**src/dsba_pkg.sv**
```systemverilog
// Package for the doorbell slot buddy allocator.
// Holds the transaction payload types and the action and status codes.
// No dependencies.
package dsba_pkg;

  typedef enum logic {
    ACT_ALLOC = 1'b0,
    ACT_FREE  = 1'b1
  } dsba_action_e;

  typedef enum logic {
    ST_DONE = 1'b0,
    ST_FULL = 1'b1
  } dsba_status_e;

  typedef struct packed {
    logic       action;
    logic       size_order;
    logic [1:0] page_sel;
    logic [5:0] slot_sel;
  } dsba_in_t;

  typedef struct packed {
    logic       status;
    logic [1:0] page_out;
    logic [5:0] slot_out;
    logic       page_opened;
    logic       page_released;
  } dsba_out_t;

  typedef struct packed {
    logic hit;
    logic full;
  } dsba_flags_t;

endpackage

```
**src/dsba_map_unit.sv**
```systemverilog
// Shared bitmap unit: searches and updates the pair and single maps of one page.
// Serves both allocation and free transactions. Depends on dsba_pkg.
module dsba_map_unit import dsba_pkg::*; #(
  parameter int SLOTS_PER_PAGE = 64,
  localparam int PairCount = SLOTS_PER_PAGE / 2,
  localparam int SlotW = $clog2(SLOTS_PER_PAGE),
  localparam int PairW = (PairCount > 1) ? $clog2(PairCount) : 1
) (
  input  logic                      action_i,
  input  logic                      order_i,
  input  logic [SlotW-1:0]          slot_i,
  input  logic [PairCount-1:0]      pair_map_i,
  input  logic [SLOTS_PER_PAGE-1:0] single_map_i,
  output logic [PairCount-1:0]      pair_map_o,
  output logic [SLOTS_PER_PAGE-1:0] single_map_o,
  output logic [SlotW-1:0]          slot_o,
  output dsba_flags_t               flags_o
);

  logic             s_hit;
  logic [SlotW-1:0] s_idx;
  logic             p_hit;
  logic [PairW-1:0] p_idx;
  logic [SlotW-1:0] p_slot;
  logic [SlotW-1:0] buddy;
  logic             buddy_ok;
  logic [PairW-1:0] own_pair;
  logic             own_pair_ok;

  always_comb begin
    s_hit = 1'b0;
    s_idx = '0;
    for (int k = SLOTS_PER_PAGE - 1; k >= 0; k--) begin
      if (single_map_i[k]) begin
        s_hit = 1'b1;
        s_idx = SlotW'(k);
      end
    end
    p_hit = 1'b0;
    p_idx = '0;
    for (int k = PairCount - 1; k >= 0; k--) begin
      if (pair_map_i[k]) begin
        p_hit = 1'b1;
        p_idx = PairW'(k);
      end
    end
  end

  assign p_slot      = SlotW'({p_idx, 1'b0});
  assign buddy       = slot_i ^ SlotW'(1);
  assign buddy_ok    = (32'(slot_i | SlotW'(1)) < SLOTS_PER_PAGE);
  assign own_pair    = PairW'(slot_i >> 1);
  assign own_pair_ok = (32'(slot_i >> 1) < PairCount);

  always_comb begin
    pair_map_o   = pair_map_i;
    single_map_o = single_map_i;
    slot_o       = '0;
    flags_o.hit  = 1'b0;
    if (action_i == ACT_ALLOC) begin
      if (!order_i && s_hit) begin
        flags_o.hit         = 1'b1;
        single_map_o[s_idx] = 1'b0;
        slot_o              = s_idx;
      end else if (p_hit) begin
        flags_o.hit       = 1'b1;
        pair_map_o[p_idx] = 1'b0;
        slot_o            = p_slot;
        if (!order_i) begin
          single_map_o[p_slot | SlotW'(1)] = 1'b1;
        end
      end
    end else begin
      if (!order_i && buddy_ok && single_map_i[buddy]) begin
        single_map_o[buddy]  = 1'b0;
        pair_map_o[own_pair] = 1'b1;
      end else if (order_i) begin
        if (own_pair_ok) begin
          pair_map_o[own_pair] = 1'b1;
        end
      end else begin
        single_map_o[slot_i] = 1'b1;
      end
    end
    flags_o.full = &pair_map_o;
  end

endmodule

```
**src/doorbell_slot_buddy_allocator_unit.sv**
```systemverilog
// Doorbell slot buddy allocator: a small sequencer that drives one shared
// bitmap unit over a register file of per-page pair and single maps.
// Depends on dsba_pkg and dsba_map_unit.
//
// One transaction is taken at a time and the block is busy until its result
// is registered. The shared map unit handles one page at a time (map read
// in S_LOAD, then search and writeback in S_EXEC). An allocation scans the
// pages in order from page 0 and, if no live page has room, opens a new
// page or finds no room; a valid free loads and updates its own page, and an
// invalid free goes straight to its result. A finished result waits in the
// output register while the next transaction is taken.
module doorbell_slot_buddy_allocator_unit import dsba_pkg::*; #(
  parameter int PAGES          = 4,
  parameter int SLOTS_PER_PAGE = 64
) (
  input  logic      clk_i,
  input  logic      rst_ni,
  input  logic      in_valid_i,
  output logic      in_ready_o,
  input  dsba_in_t  in_data_i,
  output logic      out_valid_o,
  input  logic      out_ready_i,
  output dsba_out_t out_data_o
);

  localparam int PairCount = SLOTS_PER_PAGE / 2;
  localparam int SlotW = $clog2(SLOTS_PER_PAGE);
  localparam int PageW = (PAGES > 1) ? $clog2(PAGES) : 1;

  typedef enum logic [3:0] {
    S_IDLE = 4'b0001,
    S_LOAD = 4'b0010,
    S_EXEC = 4'b0100,
    S_FIN  = 4'b1000
  } state_e;

  state_e                    state_q, state_d;
  logic [PairCount-1:0]      pair_q [PAGES];
  logic [SLOTS_PER_PAGE-1:0] single_q [PAGES];
  logic [PAGES-1:0]          active_q, active_d;
  dsba_in_t                  req_q, req_d;
  logic [PageW-1:0]          page_q, page_d;
  logic [PairCount-1:0]      wrk_pair_q, wrk_pair_d;
  logic [SLOTS_PER_PAGE-1:0] wrk_single_q, wrk_single_d;
  logic                      opened_q, opened_d;
  logic                      inact_found_q, inact_found_d;
  logic [PageW-1:0]          inact_page_q, inact_page_d;
  dsba_out_t                 res_q, res_d;
  dsba_out_t                 out_q, out_d;
  logic                      out_valid_q, out_valid_d;
  logic                      map_we;

  logic [PairCount-1:0]      unit_pair;
  logic [SLOTS_PER_PAGE-1:0] unit_single;
  logic [SlotW-1:0]          unit_slot;
  dsba_flags_t               unit_flags;

  logic in_fire;
  logic free_valid;
  logic out_free;
  logic page_live;
  logic found_now;

  dsba_map_unit #(
    .SLOTS_PER_PAGE(SLOTS_PER_PAGE)
  ) u_map (
    .action_i    (req_q.action),
    .order_i     (req_q.size_order),
    .slot_i      (SlotW'(req_q.slot_sel)),
    .pair_map_i  (wrk_pair_q),
    .single_map_i(wrk_single_q),
    .pair_map_o  (unit_pair),
    .single_map_o(unit_single),
    .slot_o      (unit_slot),
    .flags_o     (unit_flags)
  );

  assign in_ready_o = (state_q == S_IDLE);
  assign in_fire    = in_valid_i && in_ready_o;
  assign free_valid = (32'(in_data_i.page_sel) < PAGES) &&
                      (32'(in_data_i.slot_sel) < SLOTS_PER_PAGE) &&
                      active_q[PageW'(in_data_i.page_sel)];
  assign out_free   = !out_valid_q || out_ready_i;
  assign page_live  = active_q[page_q] || opened_q;
  assign found_now  = inact_found_q || !active_q[page_q];

  always_comb begin
    state_d       = state_q;
    active_d      = active_q;
    req_d         = req_q;
    page_d        = page_q;
    wrk_pair_d    = wrk_pair_q;
    wrk_single_d  = wrk_single_q;
    opened_d      = opened_q;
    inact_found_d = inact_found_q;
    inact_page_d  = inact_page_q;
    res_d         = res_q;
    out_d         = out_q;
    out_valid_d   = out_valid_q && !out_ready_i;
    map_we        = 1'b0;
    case (state_q)
      S_IDLE: begin
        if (in_fire) begin
          req_d         = in_data_i;
          opened_d      = 1'b0;
          inact_found_d = 1'b0;
          res_d         = '0;
          if (in_data_i.action == ACT_ALLOC) begin
            page_d  = '0;
            state_d = S_LOAD;
          end else if (free_valid) begin
            page_d  = PageW'(in_data_i.page_sel);
            state_d = S_LOAD;
          end else begin
            state_d = S_FIN;
          end
        end
      end
      S_LOAD: begin
        wrk_pair_d   = pair_q[page_q];
        wrk_single_d = single_q[page_q];
        state_d      = S_EXEC;
      end
      S_EXEC: begin
        if (req_q.action == ACT_FREE) begin
          map_we              = 1'b1;
          res_d.page_released = unit_flags.full;
          if (unit_flags.full) begin
            active_d[page_q] = 1'b0;
          end
          state_d = S_FIN;
        end else if (page_live && unit_flags.hit) begin
          map_we            = 1'b1;
          active_d[page_q]  = 1'b1;
          res_d.status      = ST_DONE;
          res_d.page_out    = 2'(page_q);
          res_d.slot_out    = 6'(unit_slot);
          res_d.page_opened = opened_q;
          state_d           = S_FIN;
        end else begin
          if (!inact_found_q && !active_q[page_q]) begin
            inact_found_d = 1'b1;
            inact_page_d  = page_q;
          end
          if (32'(page_q) == PAGES - 1) begin
            if (found_now) begin
              page_d       = inact_found_q ? inact_page_q : page_q;
              wrk_pair_d   = '1;
              wrk_single_d = '0;
              opened_d     = 1'b1;
            end else begin
              res_d.status = ST_FULL;
              state_d      = S_FIN;
            end
          end else begin
            page_d  = page_q + PageW'(1);
            state_d = S_LOAD;
          end
        end
      end
      S_FIN: begin
        if (out_free) begin
          out_d       = res_q;
          out_valid_d = 1'b1;
          state_d     = S_IDLE;
        end
      end
      default: begin
        state_d = S_IDLE;
      end
    endcase
  end

  always_ff @(posedge clk_i or negedge rst_ni) begin
    if (!rst_ni) begin
      state_q     <= S_IDLE;
      active_q    <= '0;
      out_valid_q <= 1'b0;
    end else begin
      state_q     <= state_d;
      active_q    <= active_d;
      out_valid_q <= out_valid_d;
    end
  end

  always_ff @(posedge clk_i) begin
    req_q         <= req_d;
    page_q        <= page_d;
    wrk_pair_q    <= wrk_pair_d;
    wrk_single_q  <= wrk_single_d;
    opened_q      <= opened_d;
    inact_found_q <= inact_found_d;
    inact_page_q  <= inact_page_d;
    res_q         <= res_d;
    out_q         <= out_d;
    if (map_we) begin
      pair_q[page_q]   <= unit_pair;
      single_q[page_q] <= unit_single;
    end
  end

  assign out_valid_o = out_valid_q;
  assign out_data_o  = out_q;

endmodule

```
**config.mk**
```make
export PLATFORM = sky130hd
export DESIGN_NAME = doorbell_slot_buddy_allocator_unit
export DESIGN_NICKNAME = d
export VERILOG_FILES = /design/src/dsba_pkg.sv /design/src/dsba_map_unit.sv /design/src/doorbell_slot_buddy_allocator_unit.sv
export SDC_FILE = /design/constraint.sdc
export NUM_CORES = 1
export LEC_CHECK = 0
export ABC_AREA = 1
export BUFFER_PORTS_ARGS = -buffer_cell sky130_fd_sc_hd__buf_2
export CAP_MARGIN = 10
export CORE_MARGIN = 3
export CORE_UTILIZATION = 55
export DETAILED_ROUTE_END_ITERATION = 10
export GPL_TIMING_DRIVEN = 1
export PLACE_DENSITY = 0.75
export SYNTH_ARGS = -nofsm -noshare
export SYNTH_HDL_FRONTEND = slang
export SYNTH_SLANG_ARGS = --single-unit
export TNS_END_PERCENT = 100
```
**constraint.sdc**
```tcl
create_clock -name clk_i -period 9.1 [get_ports clk_i]
set_input_delay 1.365 -clock clk_i [delete_from_list [all_inputs] [get_ports clk_i]]
set_output_delay 1.365 -clock clk_i [all_outputs]
set_load 0.1 [all_outputs]
```
After elaboration in Yosys (flattened, before gate mapping)
Memory sizes are Yosys's and may differ from the RTL's. A register that Yosys moved wholly into a read port is not among the register bits. Index checks and enable logic that the tools add are counted.

Mux-type cells: 287. Bitwise gates (word level): 15. Equal/unequal tests: 21. Add/sub/neg operators: 1. Order comparisons: 17. Reductions and logical operators: 38.

Operators with widths (count): $mux 64 (10); $mux 6 (66); $mux 32 (10); $mux 5 (32); $and 64x64->64 (2); $mux 1 (128); $not 64->64 (2); $or 64x64->64 (2); $pmux 64 s2 (1); $pmux 32 s2 (1); $mux 4 (11); $lt 6x7->1 const B (5); $and 32x32->32 (1); $not 32->32 (1); $or 32x32->32 (1); $reduce_and 32->1 (1); $ge 6x1->1 const B (4); $pmux 11 s2 (1); $mux 2 (10); $demux 1 s6 (3); $lt 5x6->1 const B (3); $ne 2x2->1 const B (8); $pmux 4 s4 (1); $demux 1 s5 (3); other kinds (35) (72).

Flip-flop bits (word level): 141. Bits of input ports: 14. Output and inout bits: 13. Memory bits (writable): 384. Memories kept: 2. Word-level logic and storage cells: 403.

Memories: single_q (depth 4, bits a word 64, read ports 1, clocked after Yosys merged registers in 1, write ports 1, RTL line doorbell_slot_buddy_allocator_unit.sv:39) `logic [SLOTS_PER_PAGE-1:0] single_q [PAGES];`; pair_q (depth 4, bits a word 32, read ports 1, clocked after Yosys merged registers in 1, write ports 1, RTL line doorbell_slot_buddy_allocator_unit.sv:38) `logic [PairCount-1:0] pair_q [PAGES];`.

Longest topological paths before layout
Gate-level depths: netlist of run 1.

Word-level depth: 73. Depth in mapped cells: 69. Mapped depth without buffers: 68.

By module
A second synthesis of run 1 with hierarchy kept.

Cell total of the unflattened synthesis: 2554. Area total of the unflattened synthesis: 25177.9 um^2.

By module, submodules not included: doorbell_slot_buddy_allocator_unit (times used 1, cells an instance 1368, sequential area each 15761.4 um^2, area an instance 19731.4 um^2); dsba_map_unit (times used 1, cells an instance 1186, sequential area each 0.0 um^2, area an instance 5446.5 um^2).

Worst setup path before layout of run 1
OpenSTA, ideal clock, no wires.

Kind: reg2reg. Start point: register wrk_single_q[27]. End point: register wrk_pair_q[0], enable pin. Clock period less this slack: 9.443 ns. Data arrival time: 8.775 ns. Data required time: 8.432 ns. Stages on the path, launching flop included: 17. Buffers on the path: 1. Library setup time: 0.668 ns. Setup slack: -0.343 ns. Cell sequence: edfxtp_1 > nor2_1 > inv_1 > nor3_1 > inv_1 > nor2_1 > nand3_1 > nor4_1 > nand4_1 > nand2_1 > clkbuf_1 > a221oi_1 > inv_1 > nand2_1 > nand2_1 > inv_1 > nor3_1.

Longest elaborated chain between the ends: 34.

Ends and longest elaborated chain: from (decl) (RTL line doorbell_slot_buddy_allocator_unit.sv:44) `logic [SLOTS_PER_PAGE-1:0] wrk_single_q, wrk_single_d;`; from (signal assigned) (RTL line doorbell_slot_buddy_allocator_unit.sv:190) `wrk_single_q <= wrk_single_d;`; $mux 1 (28 in a row) (RTL line dsba_map_unit.sv:34) `if (single_map_i[k]) begin`; $logic_and 1x1->1 (RTL line dsba_map_unit.sv:61) `if (!order_i && s_hit) begin`; $mux 1 (RTL line dsba_map_unit.sv:61); $mux 1 (RTL line dsba_map_unit.sv:60) `if (action_i == ACT_ALLOC) begin`; $logic_and 1x1->1 (RTL line doorbell_slot_buddy_allocator_unit.sv:132) `end else if (page_live && unit_flags.hit) begin`; $ne 2x2->1 (no source line); $reduce_and 5->1 (no source line); to (signal assigned) (RTL line doorbell_slot_buddy_allocator_unit.sv:189) `wrk_pair_q <= wrk_pair_d;`; to (decl) (RTL line doorbell_slot_buddy_allocator_unit.sv:43) `logic [PairCount-1:0] wrk_pair_q, wrk_pair_d;`.

No other way between the ends. A chain may end at the register's enable or synchronous reset.

==> flow_summary_export.csv, run 1 <==
group,metric,value,unit
route,maxUsedRoutingLayer,"met4",
synth,syn_area_per_cell,9.789,sq um
route,routedWlPerCell,25.97,um
timing,hold_slack,0.4179,ns
worst_setup_path,crit_type,"flip-flop to flip-flop",
clocking,htree_levels,2,
job,maxCapViolCount,0,
timing,tightestPinTransition,1.272,ns
timing,relSlewSlack,0.1455,
global_routing,antenna_found_initial,2,
route,wl_met3,7952,um
place,postPlaceCellArea,0.02585,sq mm
route,drt-initial-drc-count,2739,
final_layout,layout.nets,2573,
clocking,tritoncts.num_buffers,52,
worst_setup_path,required,9.55,ns
route,totalWireLength,82800,um
final_layout,areaGrowthSynthToFinish,9.622,%
synth,syn_inst,2569,
synth,yosys_warnings,0,
synth,synth_area_leader_cell,"edfxtp_1",
status,status,"finished clean",
worst_setup_path,cp.arrival,6.85,ns
synth,yosys-top-cells-area,"edfxtp_1 (62%), nor2_1 (7.7%), o21ai_0 (5.1%), nand2_1 (4.5%), a21oi_1 (3.7%)",
timing,fmax,156.3,MHz
min_path,whs_path_depth,0,
worst_setup_path,cp_max_fo,19,
clocking,cts_tree,"yes",
route,wl_met1,33920,um
global_routing,grt_max_degree,86,
die,die_y,219.8,um
min_path,hold_class,"flip-flop to flip-flop",
clocking,cts.reportedPaths.clkPinSlew,0.06,ns
global_routing,overflow,0,
timing,final-max-slew-violation-count,0,
synth,synth.ff_latch_count,527,
power_and_ir_drop,power_density,320.3,mW/mm^2
die,start_util,0.5626,
global_routing,grt_pass1_vias,19220,
place,gp_congestion,1.048,
timing,post-route-period-util,0.7030,
timing,finClkSkew,0.01756,ns
route,ant_nets,0,
power_and_ir_drop,power,8829,uW
timing,finalSetupViolCount,0,
timing,period_needed,6.397,ns
place,dp_hpwl,54410,um
route,via_per_inst,6.401,
die,io_pins,27,
die,die_w,219.8,um
clocking,root_buffer,"clkbuf_16",
worst_setup_path,start_kind,"flip-flop",
final_layout,layout-drive-gt1-share,0.07553,
place,port_buffers,26,
worst_setup_path,cpMaxStageDelayCell,"clkinv_1",
clocking,insertion_delay,0.60,ns
route,via_count,20410,
worst_setup_path,cpPeakStageDelay,0.90,ns
timing,fin_tns_setup,0,ns
synth,syn_area,0.02515,sq mm
route,drt-pass1-iter-count,6,
die,dieArea,0.04833,sq mm
final_layout,final_util,0.6167,
power_and_ir_drop,p_leak,0.009626,uW
clocking,clk_path_buf_depth,3,
clocking,cts_resized,0,
worst_setup_path,cp-end-kind,"flip-flop",
worst_setup_path,reg2reg_depth,23,
worst_setup_path,critPathMostFrequentCell,"nor2_1",
final_layout,stdcell_area,0.02757,sq mm
route,drc_errors,0,
synth,syn-num-nets,2587,
clocking,cts_setup_buffers,0,
synth,yosysSeqAreaShare,0.6267,
synth,synth_top_area_frac,0.6161,
die,core_area,0.04470,sq mm
clocking,holdBufCountCts,0,
power_and_ir_drop,peakVddDrop,0.5362,mV
clocking,cts.sinks,527,
timing,grt_setup_unrepaired,"no",
global_routing,grt_pass1_wl,123400,um
timing,final_hold_viol_count,0,
synth,ys_types,43,
die,core.rowCount,77,
worst_setup_path,worstPathCellList,"inv_1 > nor2_1 > inv_1 > nor2_1 > inv_1 > o221ai_1 > a211oi_1 > o221ai_1 > a22o_1 > a221oi_1 > nand2_1 > nor2_1 > clkinv_1 > a31oi_1 > o21ai_0 > nand3_1 > nor2_1 > nand4_1 > nor4_1 > nand2_1 > o21ai_1 > a21oi_1 > a31oi_1",
global_routing,gr-usage-all-layers,0.3449,
route,dr_wl_met2,37510,um
==> metal layers <==
| layer | GRT usage | vias up |
|---|---|---|
| met1 | 0.4988 | 9976 |
| met4 | 0.1320 | 0 |
| met3 | 0.05157 | 194 |
| met2 | 0.5329 | 1177 |
| met5 | 0 | - |
| li1 | - | 9060 |
==> logic make-up (layout without fill, tap and decap cells) <==
group,count (synthesis),count (layout),share of synthesized area
AOI/OAI and AO/OA,654,654,0.1487
and+or+nand+nor,1034,1034,0.1700
DFF,527,527,0.6267
adders and majority gates,4,4,0.001990
buffers and inverters,350,376,0.05264
other,0,1,0
==> area by class of cell <==
type                    count  area [sq um]
diodes                      1         2.502
clock buffers              60          1353
clock inverters            34         360.3
fillers                  3680         17130
inverters                 219         825.8
multi-input cells        1692          8110
flip-flops and latches    527         15770
well taps                 592         740.7
repair buffers             63         407.9
==> through the flow <==
step                      std cells  setup WS, ns
final                          3188         2.703
after global routing           3187         2.409
after CTS                      3187         2.936
after detailed placement       3093         2.963
after global placement         3093         3.030
after floorplan                2569         2.618
==> registers in the layout (all words and copies together), names as in the netlist, 2 cells and up, named ones only <==
register / cells
state_q: 4
wrk_single_q: 64
req_q: 8
pair_q: 128
res_q: 11
wrk_pair_q: 32
page_q: 2
inact_page_q: 2
single_q: 256
out_data_o: 11
==> worst max-delay path: cells and delay by family, from the launching register on <==
| family | cells | cell delay (ns) |
|---|---|---|
| simple gates | 9 | 1.79 |
| compound gates | 10 | 2.31 |
| buf+inv | 4 | 1.69 |
| flops | 1 | 0.45 |
==> cells in the final DEF (no fill, tap or decap), drive strengths merged, types with 60 or more instances in the layout <==
cell	instances
clkbuf	60
nand2	304
nand3	87
edfxtp	516
o21ai	259
o211ai	66
inv	215
nor2	517
buf	63
a21oi	187
==> power by group <==
group          switching, uW  total [uW]  internal [uW]
registers                300        3600           3300
logic                   2290        3060            772
clock network            907        2170           1260
==> final timing paths <==
path                                        start                          to  slack [ns]
setup / recovery               req_q[1]$_DFFE_PP_                   flip-flop        2.70
max in group asynchronous                  rst_ni      state_q[0]$_DFFE_PN1P_        8.23
setup reg to reg               req_q[1]$_DFFE_PP_                   flip-flop        2.70
hold / removal             res_q[3]$_SDFFCE_PN0P_     out_data_o[3]$_DFFE_PP_        0.42
hold reg to reg            res_q[3]$_SDFFCE_PN0P_     out_data_o[3]$_DFFE_PP_        0.42
min in group asynchronous                  rst_ni  asynchronous set/reset pin        0.61
==> cells in the mapped netlist, drive strengths merged <==
| master | instances |
|---|---|
| nor2 | 517 |
| edfxtp | 516 |
| nand2 | 304 |
| o21ai | 259 |
| inv | 211 |
| a21oi | 187 |
| clkbuf | 114 |
| nand3 | 87 |
| o211ai | 66 |
| o22ai | 49 |
| nor3 | 40 |
| nand4 | 34 |
| or2 | 33 |
| a31oi | 25 |
| o31ai | 18 |
| buf | 17 |
| nor4 | 17 |
| a211oi | 12 |
| a221oi | 10 |
| clkinv | 8 |
| dfrtp | 8 |
| a22oi | 5 |
| o2111ai | 5 |
| ha | 4 |
| a21boi | 3 |
| a32o | 3 |
| o21bai | 3 |
| a311oi | 2 |
| dfxtp | 2 |
| o221ai | 2 |
| o311ai | 2 |
| o41ai | 2 |
| a22o | 1 |
| and2 | 1 |
| and3 | 1 |
| dfstp | 1 |
No activity file was read; power rests on OpenSTA's default activity.
==> run 2: changes to the inputs <==
--- a/config.mk
+++ b/config.mk
@@ -12,7 +12,7 @@
 export CORE_UTILIZATION = 55
 export DETAILED_ROUTE_END_ITERATION = 10
 export GPL_TIMING_DRIVEN = 1
-export PLACE_DENSITY = 0.75
+export PLACE_DENSITY = 0.72
 export SYNTH_ARGS = -nofsm -noshare
 export SYNTH_HDL_FRONTEND = slang
 export SYNTH_SLANG_ARGS = --single-unit
==> constraint.sdc (replaced) <==
create_clock -name clk_i -period 6.1 [get_ports clk_i]
set_input_delay 0.915 -clock clk_i [delete_from_list [all_inputs] [get_ports clk_i]]
set_output_delay 0.915 -clock clk_i [all_outputs]
set_load 0.1 [all_outputs]
==> flow_summary_export.csv, run 2 (same netlist as run 1, synthesis figures left out) <==
group,metric,value,unit
clocking,cts.sinks,527,
worst_setup_path,cp-startpoint,"req_q[2]$_DFFE_PP_",
global_routing,antenna_found_initial,2,
job,maxCapViolCount,0,
route,via_count,20330,
clocking,htree_levels,2,
clocking,cts.reportedPaths.clkPinSlew,0.06,ns
final_layout,diodes,0,
timing,post-route-period-util,0.9402,
worst_setup_path,required,6.62,ns
global_routing,grt_max_degree,109,
place,gp_congestion,1.038,
place,placed_cells,3118,
status,status,"finished clean",
global_routing,gr-usage-all-layers,0.3348,
final_layout,mostFrequentLayoutCell,"edfxtp_1",
die,io_pins,27,
final_layout,areaGrowthSynthToFinish,10.27,%
route,drt-pass1-iter-count,6,
clocking,tritoncts.num_buffers,52,
final_layout,fillers,3683,
final_layout,final_cell_mix,"edfxtp_1 (516), nor2_1 (509), nand2_1 (301), o21ai_0 (258), inv_1 (204)",
timing,final-max-slew-violation-count,0,
worst_setup_path,cp.arrival,6.26,ns
power_and_ir_drop,power_density,469.5,mW/mm^2
route,ant_nets,0,
final_layout,final_cells,3219,
route,routedWlPerCell,25.14,um
timing,relSlewSlack,0.2347,
place,port_buffers,26,
route,via_per_inst,6.315,
worst_setup_path,cpMaxStageDelayCell,"nor2_1",
final_layout,multi_input_area,0.008113,sq mm
clocking,cts_tree,"yes",
global_routing,top_usage_layer,"met2",
worst_setup_path,reg2reg_depth,23,
timing,tightestPinTransition,1.144,ns
timing,finClkSkew,0.02211,ns
die,core_area,0.04470,sq mm
die,start_util,0.5626,
timing,fin_tns_setup,0,ns
worst_setup_path,cp_max_fo,19,
timing,fmax,174.4,MHz
power_and_ir_drop,peakVddDrop,0.5487,mV
global_routing,grt_pass1_vias,19110,
worst_setup_path,critPathMostFrequentCell,"nor2_1",
die,die_w,219.8,um
worst_setup_path,cp-end-kind,"flip-flop",
timing,grt_setup_unrepaired,"no",
clocking,holdBufCountCts,0,
timing,final_hold_viol_count,0,
global_routing,grtUsageMet3,0.04385,
final_layout,regArea,0.01577,sq mm
clocking,root_buffer,"clkbuf_16",
global_routing,grt_pass1_wl,120200,um
die,die_y,219.8,um
worst_setup_path,cpPeakStageDelay,0.58,ns
worst_setup_path,worstPathCellList,"nor2_1 > inv_1 > nor2_1 > inv_1 > o221ai_1 > a211oi_1 > o221ai_1 > a22o_1 > a221oi_1 > nand2_1 > nor2_1 > clkinv_1 > buf_4 > nand3_1 > a21boi_0 > nand4_1 > nor3_1 > nand4_1 > nor4_1 > nand2_1 > o21ai_1 > a21oi_1 > a31oi_1",
final_layout,largestRegisters,"single_q: 256 flops, pair_q: 128 flops, wrk_single_q: 64 flops",
die,core.rowCount,77,
worst_setup_path,r2r_start,"req_q[2]$_DFFE_PP_",
worst_setup_path,start_kind,"flip-flop",
worst_setup_path,crit_type,"flip-flop to flip-flop",
timing,finalSetupViolCount,0,
global_routing,grtUsageMet2,0.5387,
final_layout,largest_register_ffs,256,
die,dieArea,0.04833,sq mm
route,totalWireLength,80930,um
route,drt-initial-drc-count,2460,
final_layout,largest_register,"single_q",
final_layout,layout.nets,2605,
final_layout,layout-drive-gt1-share,0.08298,
global_routing,overflow,0,
min_path,hold_class,"input port to asynchronous set/reset pin",
power_and_ir_drop,p_leak,0.009726,uW
timing,period_needed,5.735,ns
place,dp_hpwl,54320,um
route,drc_errors,0,
clocking,clk_path_buf_depth,3,
global_routing,grt_use_met1,0.4810,
clocking,insertion_delay,0.61,ns
run 2: metal layers:
metal	wire length, um	share of wire	vias up
met5	0	0	-
met4	2573	0.032	0
met3	7147	0.088	183
met1	33460	0.41	9860
li1	-	-	9146
met2	37740	0.47	1138
run 2: metrics by stage:
step | worst slack, ns | power, uW | hold WS (ns) | area [sq um] | utilization
final | 0.3647 | 13020 | 0.1487 | 27730 | 0.6204
after global routing | 0.09846 | 13640 | 0.1405 | 27730 | 0.6204
after CTS | 0.08890 | 12950 | 0.1348 | 27660 | 0.6188
after detailed placement | 0.1771 | 9953 | 0.4081 | 26080 | 0.5834
after global placement | 0.4050 | 9848 | 0.4025 | 26080 | 0.5834
after floorplan | -0.2772 | 8261 | 0.4003 | 25160 | -
run 2: layout make-up:
| type | count | area share |
|---|---|---|
| clock inverters | 28 | 0.008211 |
| flip-flops and latches | 527 | 0.5686 |
| clock buffers | 66 | 0.04882 |
| inverters | 219 | 0.02991 |
| well taps | 592 | 0.02671 |
| multi-input cells | 1692 | 0.2925 |
| repair buffers | 95 | 0.02518 |
run 2: worst paths after layout:
check | endpoint | slack (ns)
setup / recovery | flip-flop | 0.36
hold / removal | out_valid_o$_DFF_PN0_ | 0.15
setup reg to reg | flip-flop | 0.36
hold reg to reg | out_data_o[5]$_DFFE_PP_ | 0.42
max in group asynchronous | state_q[0]$_DFFE_PN1P_ | 5.70
min in group clk_i | out_data_o[5]$_DFFE_PP_ | 0.42
run 2: what timing repair did:
action	CTS	global route
setup endpoints to repair	0	8
setup buffers	0	6
gates resized for setup	0	3
run 2: worst max-delay path, delay by kind of cell, from the launching register on:
kind                   cells  cell delay [ns]
AO/OA/AOI/OAI              9             2.01
AND/OR/NAND/NOR           10             2.24
flip-flops                 1             0.43
buffers and inverters      4             0.95
run 2: report_power, final:
part | leakage (uW) | internal (uW) | switching (uW)
logic | 0.00416 | 1250 | 3380
registers | 0.00479 | 4920 | 465
clock network | 0.000770 | 1700 | 1310
total | 0.00973 | 7860 | 5150
